### src/hdl/ddb_pkg.sv
package ddb_pkg;

	localparam int YEAR_W  = 14;
	localparam int MONTH_W = 4;
	localparam int DAY_W   = 5;
	localparam int COUNT_W = 22;
	// day number of year 16383, december 31st, still fits
	localparam int DAYN_W  = 23;

	typedef logic [YEAR_W-1:0]  year_t;
	typedef logic [MONTH_W-1:0] month_t;
	typedef logic [DAY_W-1:0]   day_t;
	typedef logic [COUNT_W-1:0] count_t;
	typedef logic [DAYN_W-1:0]  dayn_t;

	// per-stage load enables of the day number pipeline
	typedef struct packed {
		logic s1;
		logic s2;
		logic s3;
	} ddb_adv_t;

	// floor(x / 100) for x below 2**15 as (x * DIV100_MUL) >> DIV100_SHIFT
	localparam logic [14:0] DIV100_MUL   = 15'd20972;
	localparam int          DIV100_SHIFT = 21;
	localparam logic [14:0] CENT_BIAS    = 15'd99;
	localparam logic [14:0] CENTURY      = 15'd100;
	localparam logic [22:0] YEAR_DAYS    = 23'd365;

	// days before the first of the month in a common year
	function automatic logic [8:0] days_before_month(input month_t m);
		logic [8:0] r;
		case (m)
			4'd0, 4'd1:         r = 9'd0;
			4'd2:               r = 9'd31;
			4'd3:               r = 9'd59;
			4'd4:               r = 9'd90;
			4'd5:               r = 9'd120;
			4'd6:               r = 9'd151;
			4'd7:               r = 9'd181;
			4'd8:               r = 9'd212;
			4'd9:               r = 9'd243;
			4'd10:              r = 9'd273;
			4'd11:              r = 9'd304;
			4'd12:              r = 9'd334;
			4'd13, 4'd14, 4'd15: r = 9'd365;
			default:            r = 9'd0;
		endcase
		return r;
	endfunction

endpackage

### src/hdl/ddb_dates_if.sv
interface ddb_dates_if;
	import ddb_pkg::*;

	logic   valid;
	logic   ready;
	year_t  first_year;
	month_t first_month;
	day_t   first_day;
	year_t  second_year;
	month_t second_month;
	day_t   second_day;

	modport source (
		output valid, first_year, first_month, first_day,
		output second_year, second_month, second_day,
		input  ready
	);

	modport sink (
		input  valid, first_year, first_month, first_day,
		input  second_year, second_month, second_day,
		output ready
	);

endinterface

### src/hdl/ddb_count_if.sv
interface ddb_count_if;
	import ddb_pkg::*;

	logic   valid;
	logic   ready;
	count_t day_count;

	modport source (
		output valid, day_count,
		input  ready
	);

	modport sink (
		input  valid, day_count,
		output ready
	);

endinterface

### src/hdl/ddb_day_num.sv
module ddb_day_num (
	input  logic              clk,
	input  ddb_pkg::ddb_adv_t adv,
	input  ddb_pkg::year_t    year,
	input  ddb_pkg::month_t   month,
	input  ddb_pkg::day_t     day,
	output ddb_pkg::dayn_t    day_num
);
	import ddb_pkg::*;

	// stage 1: reciprocal product for the century count
	logic [14:0] y_bias;
	logic [29:0] prod_full;

	year_t       year_s1;
	month_t      month_s1;
	day_t        day_s1;
	logic [28:0] prod_s1;

	always_comb begin
		y_bias    = 15'(year) + CENT_BIAS;
		prod_full = 30'(y_bias) * 30'(DIV100_MUL);
	end

	always_ff @(posedge clk) begin
		if (adv.s1) begin
			year_s1  <= year;
			month_s1 <= month;
			day_s1   <= day;
			prod_s1  <= prod_full[28:0];
		end
	end

	// stage 2: leap rule, leap count, whole years and month offset
	logic [7:0]  cent;
	logic [14:0] cent_x100;
	logic        cent_year;
	logic        leap;
	logic [14:0] quad_sum;
	logic [8:0]  qcent_sum;
	logic [12:0] leaps;
	logic [22:0] y365;
	logic [8:0]  mdays;

	dayn_t       y365_s2;
	logic [12:0] leaps_s2;
	logic [8:0]  mdays_s2;

	always_comb begin
		// ceil(year / 100)
		cent      = prod_s1[28:DIV100_SHIFT];
		cent_x100 = 15'(cent) * CENTURY;
		cent_year = (cent_x100 == 15'(year_s1));
		leap      = cent_year ? (cent[1:0] == 2'b00) : (year_s1[1:0] == 2'b00);
		quad_sum  = 15'(year_s1) + 15'd3;
		qcent_sum = 9'(cent) + 9'd3;
		leaps     = quad_sum[14:2] - 13'(cent) + 13'(qcent_sum[8:2]);
		y365      = 23'(year_s1) * YEAR_DAYS;
		mdays     = days_before_month(month_s1)
			+ 9'(leap && (month_s1 > 4'd2)) + 9'(day_s1);
	end

	always_ff @(posedge clk) begin
		if (adv.s2) begin
			y365_s2  <= y365;
			leaps_s2 <= leaps;
			mdays_s2 <= mdays;
		end
	end

	// stage 3: final sum
	dayn_t num_s3;

	always_ff @(posedge clk) begin
		if (adv.s3) begin
			num_s3 <= y365_s2 + 23'(leaps_s2) + 23'(mdays_s2);
		end
	end

	assign day_num = num_s3;

endmodule

### src/hdl/ddb_abs_diff.sv
module ddb_abs_diff (
	input  logic           clk,
	input  logic           en,
	input  ddb_pkg::dayn_t num_a,
	input  ddb_pkg::dayn_t num_b,
	output ddb_pkg::count_t count
);
	import ddb_pkg::*;

	dayn_t  diff;
	dayn_t  incl;
	count_t count_s4;

	always_comb begin
		diff = (num_a >= num_b) ? (num_a - num_b) : (num_b - num_a);
		incl = diff + 23'd1;
	end

	always_ff @(posedge clk) begin
		if (en) begin
			count_s4 <= incl[COUNT_W-1:0];
		end
	end

	assign count = count_s4;

endmodule

### src/hdl/days_between_dates_unit.sv
// inclusive day count between two gregorian dates: each request carries two
// dates (year, month, day) and yields one result, |n1 - n2| + 1, where n is the
// closed-form day number (whole years with 4/100/400 leap rule, months before,
// plus day). either date may come first; fields are not range checked and any
// bit pattern gives the plain arithmetic result in 22 bits. the unit takes one
// request per clock while results are taken, and returns each result through
// the four register stages (reciprocal multiply, leap and year terms, day
// number sum, absolute difference). each stage holds its request only while
// the stage after it is full and stalled, so bubbles are squeezed out and a
// waiting result stops new requests only once all four stages are full.
module days_between_dates_unit (
	input  logic        clk,
	input  logic        arst_n,
	ddb_dates_if.sink   dates,
	ddb_count_if.source result
);
	import ddb_pkg::*;

	// valid bits that travel with each request
	logic v_s1, v_s2, v_s3, v_s4;

	// a stage loads when it is empty or its content moves on
	logic     en4;
	ddb_adv_t adv;

	assign en4    = !v_s4 || result.ready;
	assign adv.s3 = !v_s3 || en4;
	assign adv.s2 = !v_s2 || adv.s3;
	assign adv.s1 = !v_s1 || adv.s2;

	assign dates.ready = adv.s1;

	always_ff @(posedge clk or negedge arst_n) begin
		if (!arst_n) begin
			v_s1 <= 1'b0;
			v_s2 <= 1'b0;
			v_s3 <= 1'b0;
			v_s4 <= 1'b0;
		end else begin
			if (adv.s1) begin
				v_s1 <= dates.valid;
			end
			if (adv.s2) begin
				v_s2 <= v_s1;
			end
			if (adv.s3) begin
				v_s3 <= v_s2;
			end
			if (en4) begin
				v_s4 <= v_s3;
			end
		end
	end

	// two day number pipelines share the stage enables
	dayn_t num_first;
	dayn_t num_second;

	ddb_day_num u_first (
		.clk     (clk),
		.adv     (adv),
		.year    (dates.first_year),
		.month   (dates.first_month),
		.day     (dates.first_day),
		.day_num (num_first)
	);

	ddb_day_num u_second (
		.clk     (clk),
		.adv     (adv),
		.year    (dates.second_year),
		.month   (dates.second_month),
		.day     (dates.second_day),
		.day_num (num_second)
	);

	// absolute difference plus one, held in the output register
	ddb_abs_diff u_diff (
		.clk   (clk),
		.en    (en4),
		.num_a (num_first),
		.num_b (num_second),
		.count (result.day_count)
	);

	assign result.valid = v_s4;

`ifndef SYNTHESIS
	// an accepted request always lands in stage 1
	a_accept_lands: assert property (@(posedge clk) disable iff (!arst_n)
		dates.valid && dates.ready |=> v_s1)
		else $error("accepted request lost at stage 1");

	// a stalled result stays put
	a_result_held: assert property (@(posedge clk) disable iff (!arst_n)
		v_s4 && !result.ready |=> v_s4)
		else $error("stalled result dropped");

	// stage 3 content moves into the output register when it frees up
	a_s3_moves: assert property (@(posedge clk) disable iff (!arst_n)
		v_s3 && en4 |=> v_s4)
		else $error("request lost between stage 3 and output");

	// a free output register never blocks the input
	a_no_false_stall: assert property (@(posedge clk) disable iff (!arst_n)
		result.ready || !v_s4 |-> dates.ready)
		else $error("input stalled with free output");
`endif

endmodule

### src/flat_wrapper.sv
// flat-port wrapper written by rule: the top's interface ports become plain ports
module days_between_dates_unit_flat import ddb_pkg::*;
  (clk, arst_n, dates_valid, dates_first_year, dates_first_month, dates_first_day, dates_second_year, dates_second_month, dates_second_day, dates_ready, result_valid, result_day_count, result_ready);
  ddb_dates_if dates_i ();
  ddb_count_if result_i ();
  input  logic clk;
  input  logic arst_n;
  input wire logic [$bits(dates_i.valid)-1:0] dates_valid;
  input wire logic [$bits(dates_i.first_year)-1:0] dates_first_year;
  input wire logic [$bits(dates_i.first_month)-1:0] dates_first_month;
  input wire logic [$bits(dates_i.first_day)-1:0] dates_first_day;
  input wire logic [$bits(dates_i.second_year)-1:0] dates_second_year;
  input wire logic [$bits(dates_i.second_month)-1:0] dates_second_month;
  input wire logic [$bits(dates_i.second_day)-1:0] dates_second_day;
  output wire logic [$bits(dates_i.ready)-1:0] dates_ready;
  output wire logic [$bits(result_i.valid)-1:0] result_valid;
  output wire logic [$bits(result_i.day_count)-1:0] result_day_count;
  input wire logic [$bits(result_i.ready)-1:0] result_ready;
  assign dates_i.valid = dates_valid;
  assign dates_i.first_year = dates_first_year;
  assign dates_i.first_month = dates_first_month;
  assign dates_i.first_day = dates_first_day;
  assign dates_i.second_year = dates_second_year;
  assign dates_i.second_month = dates_second_month;
  assign dates_i.second_day = dates_second_day;
  assign dates_ready = dates_i.ready;
  assign result_valid = result_i.valid;
  assign result_day_count = result_i.day_count;
  assign result_i.ready = result_ready;
  days_between_dates_unit u_core (.clk(clk), .arst_n(arst_n), .dates(dates_i), .result(result_i));
endmodule
### config.mk
export PLATFORM = sky130hd
export DESIGN_NAME = days_between_dates_unit_flat
export DESIGN_NICKNAME = d
export VERILOG_FILES = /design/src/hdl/ddb_pkg.sv /design/src/hdl/ddb_dates_if.sv /design/src/hdl/ddb_count_if.sv /design/src/hdl/ddb_day_num.sv /design/src/hdl/ddb_abs_diff.sv /design/src/hdl/days_between_dates_unit.sv /design/src/flat_wrapper.sv
export SDC_FILE = /design/constraint.sdc
export NUM_CORES = 1
export LEC_CHECK = 0
export BUFFER_PORTS_ARGS = -buffer_cell sky130_fd_sc_hd__buf_4
export CORE_AREA = 5 5 273 382
export DETAILED_ROUTE_END_ITERATION = 16
export DIE_AREA = 0 0 278 387
export HOLD_SLACK_MARGIN = 0.1
export SETUP_SLACK_MARGIN = 0.4
export SLEW_MARGIN = 20
export SYNTH_ARGS = -nofsm -noshare
export SYNTH_HDL_FRONTEND = slang
export SYNTH_HIERARCHICAL = 1
export SYNTH_SLANG_ARGS = --single-unit
### constraint.sdc
create_clock -name clk -period 5.3 [get_ports clk]
set_input_delay 1.325 -clock clk [delete_from_list [all_inputs] [get_ports clk]]
set_output_delay 1.325 -clock clk [all_outputs]
set_load 0.005 [all_outputs]
==> run metrics, run 1 <==
setup TNS -9.283 ns; Warnings, synthesis 6; Slew @ Worst Pin 0.8009 ns; Seq/Total Area, Yosys 23.65%; area leader, netlist edfxtp_1; GPL Wtd Cong 0.8860; Starting DRT DRC Count 659; highest cell delay on the worst timing path 0.50 ns; core area 100500 sq um; post-layout min period 6.005 ns; Post-synth EDFFs 220; Clock Skew 0.02361 ns; largest net degree at the start of global routing 50; R2R Path Start u_core/u_first/prod_s1[24]$_DFFE_PP_; # port buffers 73; Die ar. 107600 sq um; wire length per cell 14.87 um; DIE WIDTH 278 um; routed vias/inst 4.574; RSZ-0062 raised after global routing yes; CP Data Required Time 5.62 ns; Netlist cell types 106; DRT Wirelength 69350 um; final hold vios 0; Main synth FF type edfxtp_1; area delta synth->final 20.97%; FP Rows 138; fin crit share 113.3%; slowest cell on the critical path fa_1; clock sinks 242; Crit. End Element flip-flop; clock buffer count from CTS 26; initial antenna violation count 3; CP Class in -> reg; multi-input logic area 21580 sq um; Yosys reg bits 242; number of global-route vias before repair 22990; final core occ 35.96%; slew margin rel. 46.55%; hold_sp u_core/v_s1$_DFFE_PN0P_; Fin Hold WS 0.5041 ns; status finished with violations; IO Count 74; total of max-cap violations 0; failing checks setup timing; Final setup viols 16; CTS Buffer Depth 3; Initial Utilization 29.73%; mapped cell area 29870 sq um; CP Buf/Inv Count 8; Startpoint Class input port; layout cells sized above 1 19.21%; worst-path fanout max 4; TritonCTS clock tree yes; most frequent cells in the layout 555 x inv_1, 450 x ha_1, 327 x buf_4; crit-path most repeated cell fa_1; ranking of synthesized cells by area edfxtp_1 22%, ha_1 20%, fa_1 17%; dominant delay contributor by cell family on the critical path adder cells; root buffer cell clkbuf_16; Die H 387 um; router iterations before antenna repair 5; Post-Syn Nets 3770; DRC 0; DP HPWL 59580 um; pins over their slew limit 0; CTS Hold Buffers Added 0; via count 21330; Fill cells 10100; All-Layer GR Usage 12.78%; Synth async-reset ratio 1.653%; dpl ws -1.542 ns; Max Fclk 166.5 MHz; worst hold path type reg -> reg; share of the synthesized area in the top cell type 22.11%; CP Launch Point dates_second_year[0]; H-tree levels 1; Nets 4110; Final WS setup -0.7054 ns; Mapped Cells 2973; worst-skew pair later-pin latency 0.57 ns; Worst-path clk slew 0.06 ns; DRT antenna net count 0; crit path DAT 6.33 ns; first-pass GRT wire length 114000 um; Storage cell area 7067 sq um; commonest non-fill, non-tap cell in the layout inv_1; grt ovf 0; syn avg cell area 10.05 sq um
-- routing by layer --
metal,vias to the layer above,share of wire (%),global-route usage [%]
li1,10740,-,-
met5,-,0.019,0
met1,10210,39,14.11
met3,116,2.9,1.296
met2,262,54,25.24
met4,2,3.6,4.227
-- layout make-up --
| cell class | instances | area share, % |
|---|---|---|
| timing repair buffer | 347 | 7.485 |
| sequential | 242 | 19.55 |
| clock buffer | 27 | 1.811 |
| tap | 1330 | 4.605 |
| clock inverter | 20 | 0.6163 |
| antenna | 1 | 0.006924 |
| multi-input combinational | 2105 | 59.73 |
| inverter | 591 | 6.194 |
-- sequential cells by signal, summed over array words and instances (netlist names), 5 cells and up, named ones only --
register                  cells
u_core/u_diff/count          22
u_core/u_first/day_num       23
u_core/u_first/day_s1         5
u_core/u_first/leaps_s2      13
u_core/u_first/mdays_s2       9
u_core/u_first/prod_s1        8
u_core/u_first/y365_s2       23
u_core/u_first/year_s1       14
u_core/u_second/day_num      23
u_core/u_second/day_s1        5
u_core/u_second/leaps_s2     13
u_core/u_second/mdays_s2      9
u_core/u_second/prod_s1       8
u_core/u_second/y365_s2      23
u_core/u_second/year_s1      14
-- cell families after synthesis --
kind of cell             Yosys count  share of synthesized area [%]
AO/OA/AOI/OAI                    497                          11.41
multiplexers                      26                         0.9758
adder cells (fa/ha/maj)          747                          37.77
XOR/XNOR                         278                          8.385
buffers and inverters            626                          8.158
flip-flops                       242                          23.65
AND/OR/NAND/NOR                  557                          9.650
-- worst paths after layout --
path	endpoint	slack, ns	cells after the start
setup reg to reg	u_core/u_first/mdays_s2[8]$_DFFE_PP_	0.58	19
min in group asynchronous	u_core/result.valid$_DFFE_PN0P_	0.54	1
hold reg to reg	u_core/v_s2$_DFFE_PN0P_	0.50	1
hold / removal	u_core/v_s2$_DFFE_PN0P_	0.50	1
max in group asynchronous	u_core/v_s2$_DFFE_PN0P_	4.66	1
setup / recovery	u_core/u_second/prod_s1[27]$_DFFE_PP_	-0.71	26
-- worst register-to-register path, cell delays in order (launching register included) --
cell and delay, ns:
edfxtp_1 0.45, buf_4 0.17, ha_1 0.28, ha_1 0.30, fa_1 0.57, ha_4 0.23, o21ai_2 0.06, o21bai_2 0.11
a2111oi_2 0.37, nor3_1 0.11, xnor2_1 0.19, o31ai_2 0.10, fa_2 0.41, fa_2 0.36, nand2b_1 0.17, a21boi_2 0.16
o21ai_0 0.09, nand2_1 0.09, nand4_1 0.11, xnor2_1 0.14
-- repair_timing --
| item | in CTS | in global routing |
|---|---|---|
| cloned | 0 | 0 |
| pin swaps | 42 | 62 |
| endpoints found under the setup margin | 23 | 23 |
| setup buffers | 25 | 21 |
| resized for setup | 97 | 77 |
-- cell usage after synthesis (13+ instances only) --
cell / instances
nand3_1: 47
o21a_1: 30
xnor2_1: 180
and3_1: 19
a211oi_1: 29
inv_1: 590
dfxtp_1: 18
a21oi_1: 132
and2_1: 21
nor2_1: 130
o21ai_0: 85
nor4_1: 13
ha_1: 489
fa_1: 258
nor2b_1: 34
o21bai_1: 17
nor3_1: 44
xor2_1: 91
nand4_1: 26
nand2b_1: 31
edfxtp_1: 220
a21o_1: 48
mux2i_1: 19
nand2_1: 124
-- stage by stage --
stage          area (sq um)  cells
6_report              36140   4663
2_1_floorplan         30390   2973
4_1_cts               35630   4641
5_1_grt               36140   4662
3_5_place_dp          34110   4569
3_3_place_gp          34100   4568
Power of run 1 is not shown: default switching activity piles up to over one toggle a cycle in this logic, so the estimate is an artifact.
==> run 2, diff against run 1 <==
--- a/config.mk
+++ b/config.mk
@@ -6,13 +6,12 @@
 export NUM_CORES = 1
 export LEC_CHECK = 0
 export BUFFER_PORTS_ARGS = -buffer_cell sky130_fd_sc_hd__buf_4
-export CORE_AREA = 5 5 273 382
+export CORE_AREA = 5 5 269 375
 export DETAILED_ROUTE_END_ITERATION = 16
-export DIE_AREA = 0 0 278 387
+export DIE_AREA = 0 0 274 380
 export HOLD_SLACK_MARGIN = 0.1
 export SETUP_SLACK_MARGIN = 0.4
 export SLEW_MARGIN = 20
 export SYNTH_ARGS = -nofsm -noshare
 export SYNTH_HDL_FRONTEND = slang
-export SYNTH_HIERARCHICAL = 1
 export SYNTH_SLANG_ARGS = --single-unit
==> constraint.sdc (replaced) <==
create_clock -name clk -period 5 [get_ports clk]
set_input_delay 1.25 -clock clk [delete_from_list [all_inputs] [get_ports clk]]
set_output_delay 1.25 -clock clk [all_outputs]
set_load 0.005 [all_outputs]
==> run metrics, run 2 <==
status finished with violations; failing checks setup timing; Nets 4064; post-synthesis mux area share 0.9238%; Seq/Total Area, Yosys 24.50%; grt ovf 0; area leader, netlist edfxtp_1; H-tree levels 1; post-synthesis adder-cell area fraction 38.90%; worst-skew pair later-pin latency 0.57 ns; core area 96790 sq um; Warnings, synthesis 0; final hold vios 0; Crit. End Element flip-flop; routed length on met1 26700 um; clock sinks 242; DP HPWL 56400 um; largest net degree at the start of global routing 48; Final setup viols 18; IO Count 74; Compound-Gate Fraction of Synth Area 9.668%; router iterations before antenna repair 4; RSZ-0062 raised after global routing yes; Layout Cells excl Fill 4590; total of max-cap violations 0; Starting DRT DRC Count 642; Initial Utilization 29.81%; syn avg cell area 10.14 sq um; CTS Buffer Depth 3; Fin Hold WS 0.4551 ns; DRC 0; Mapped Cells 2844; All-Layer GR Usage 12.76%; CTS Hold Buffers Added 0; fin crit share 119.6%; initial antenna violation count 0; via count 20520; wire length per cell 14.50 um; commonest non-fill, non-tap cell in the layout inv_1; Netlist cell types 92; CP Class in -> reg; clock buffer count from CTS 26; mapped cell area 28850 sq um; antenna diode count 0; slew margin rel. 29.20%; Post-Syn Nets 3639; Startpoint Class input port; Worst-path clk slew 0.07 ns; pins over their slew limit 0; TritonCTS clock tree yes; DRT antenna net count 0; worst-path fanout max 4; worst r2r path cells 23; met2 WL post-DR 36290 um; dpl cells 4457; Top Metal Used met4; Slew @ Worst Pin 1.062 ns; DRT Wirelength 66550 um; simple-gate portion of the synthesized area 9.529%; most frequent cell after synthesis inv_1; DIE WIDTH 274 um; Synth async-reset ratio 1.653%; Die H 380 um; post-layout min period 5.980 ns; layout cells sized above 1 23.65%; FP Rows 135; Die ar. 104100 sq um; share of the synthesized area in the top cell type 22.90%; # port buffers 73; Synth Area in XOR/XNOR 8.041%; Clock Skew 0.03021 ns; number of global-route vias before repair 21830; root buffer cell clkbuf_16; worst hold path type in -> async; Max Fclk 167.2 MHz; most frequent cells in the layout 565 x inv_1, 436 x ha_1, 393 x buf_4; Final WS setup -0.9800 ns; Post-synth EDFFs 220; dpl ws -1.805 ns; CP Data Required Time 5.31 ns; routed vias/inst 4.469; first-pass GRT wire length 109100 um; GPL Wtd Cong 0.8587; Yosys reg bits 242; crit path DAT 6.29 ns; met3 wire len 1096 um; area delta synth->final 25.34%; largest family of logic cells by synthesized area adder cells; Post-synth top cells 603 x inv_1, 492 x ha_1, 253 x fa_1; Main synth FF type edfxtp_1; ranking of synthesized cells by area edfxtp_1 23%, ha_1 21%, fa_1 18%
-- run 2: changes by cell type after synthesis, sizes merged, moves of 9 or more --
cell	change
or3	+9
xor2	-20
and2	-10
and3	+9
o31ai	-9
inv	+12
a211oi	-15
a21o	+10
o21a	-18
nand2	-13
a21oi	-43
-- run 2: metrics by stage --
stage	TNS [ns]	utilization (%)	area (sq um)
5_1_grt	-17.96	37.36	36160
6_report	-13.67	37.36	36160
3_5_place_dp	-26.90	34.35	33250
4_1_cts	-13.01	36.51	35340
3_3_place_gp	-25.63	34.35	33250
2_1_floorplan	-17.74	-	29240
-- run 2: cell type report --
cell class / instances / area (sq um)
fill: 9550 / 60630
multi-input combinational: 1971 / 21040
sequential: 242 / 7067
timing repair buffer: 424 / 3307
inverter: 604 / 2282
tap: 1301 / 1628
clock buffer: 29 / 661.9
clock inverter: 19 / 167.7
-- run 2: cell families (layout without fill, tap and decap cells) --
family,count (synthesis),in the layout
adder cells (fa/ha/maj),745,745
flip-flops,242,242
XOR/XNOR,264,264
AO/OA/AOI/OAI,411,411
AND/OR/NAND/NOR,525,525
buffers and inverters,631,1076
multiplexers,26,26
-- run 2: what timing repair did --
action                                  CTS  global route
setup buffers                            62            23
pin swaps                               116           106
endpoints found under the setup margin   43            46
gates resized for setup                 165           125
-- run 2: critical path, stage by stage --
cell        delay [ns]
buf_8             0.10
clkinvlp_4        0.09
ha_4              0.15
nor2_4            0.04
nor3_4            0.22
nand2b_4          0.21
xor2_4            0.20
fa_1              0.45
inv_1             0.11
ha_4              0.21
fa_1              0.50
fa_1              0.52
inv_1             0.06
fa_1              0.53
inv_1             0.05
ha_1              0.28
a21o_1            0.19
a21oi_2           0.16
o21ai_2           0.08
a21oi_2           0.14
o21ai_2           0.10
o211a_1           0.25
o21a_1            0.19
nor2_1            0.12
xnor2_1           0.07
-- run 2: path summary, 6_finish.rpt --
check                                                     start  slack (ns)                                    end
setup / recovery                           dates_second_year[0]       -0.98  u_core.u_second.prod_s1[26]$_DFFE_PN_
max in group asynchronous                                arst_n        4.45                u_core.v_s3$_DFFE_PN0P_
min in group clk                        u_core.v_s1$_DFFE_PN0N_        0.47                u_core.v_s2$_DFFE_PN0P_
hold / removal                                           arst_n        0.46        u_core.result.valid$_DFFE_PN0P_
hold reg to reg                         u_core.v_s1$_DFFE_PN0N_        0.47                u_core.v_s2$_DFFE_PN0P_
setup reg to reg           u_core.u_first.prod_s1[23]$_DFFE_PN_       -0.34   u_core.u_first.mdays_s2[8]$_DFFE_PP_
-- run 2: metal layers --
metal / vias to the layer above / global-route usage [%]
met3: 100 / 0.8262
met1: 9867 / 14.44
met4: 0 / 4.448
li1: 10360 / -
met2: 188 / 24.91
met5: - / 0
Power of run 2 is left out for the same reason.
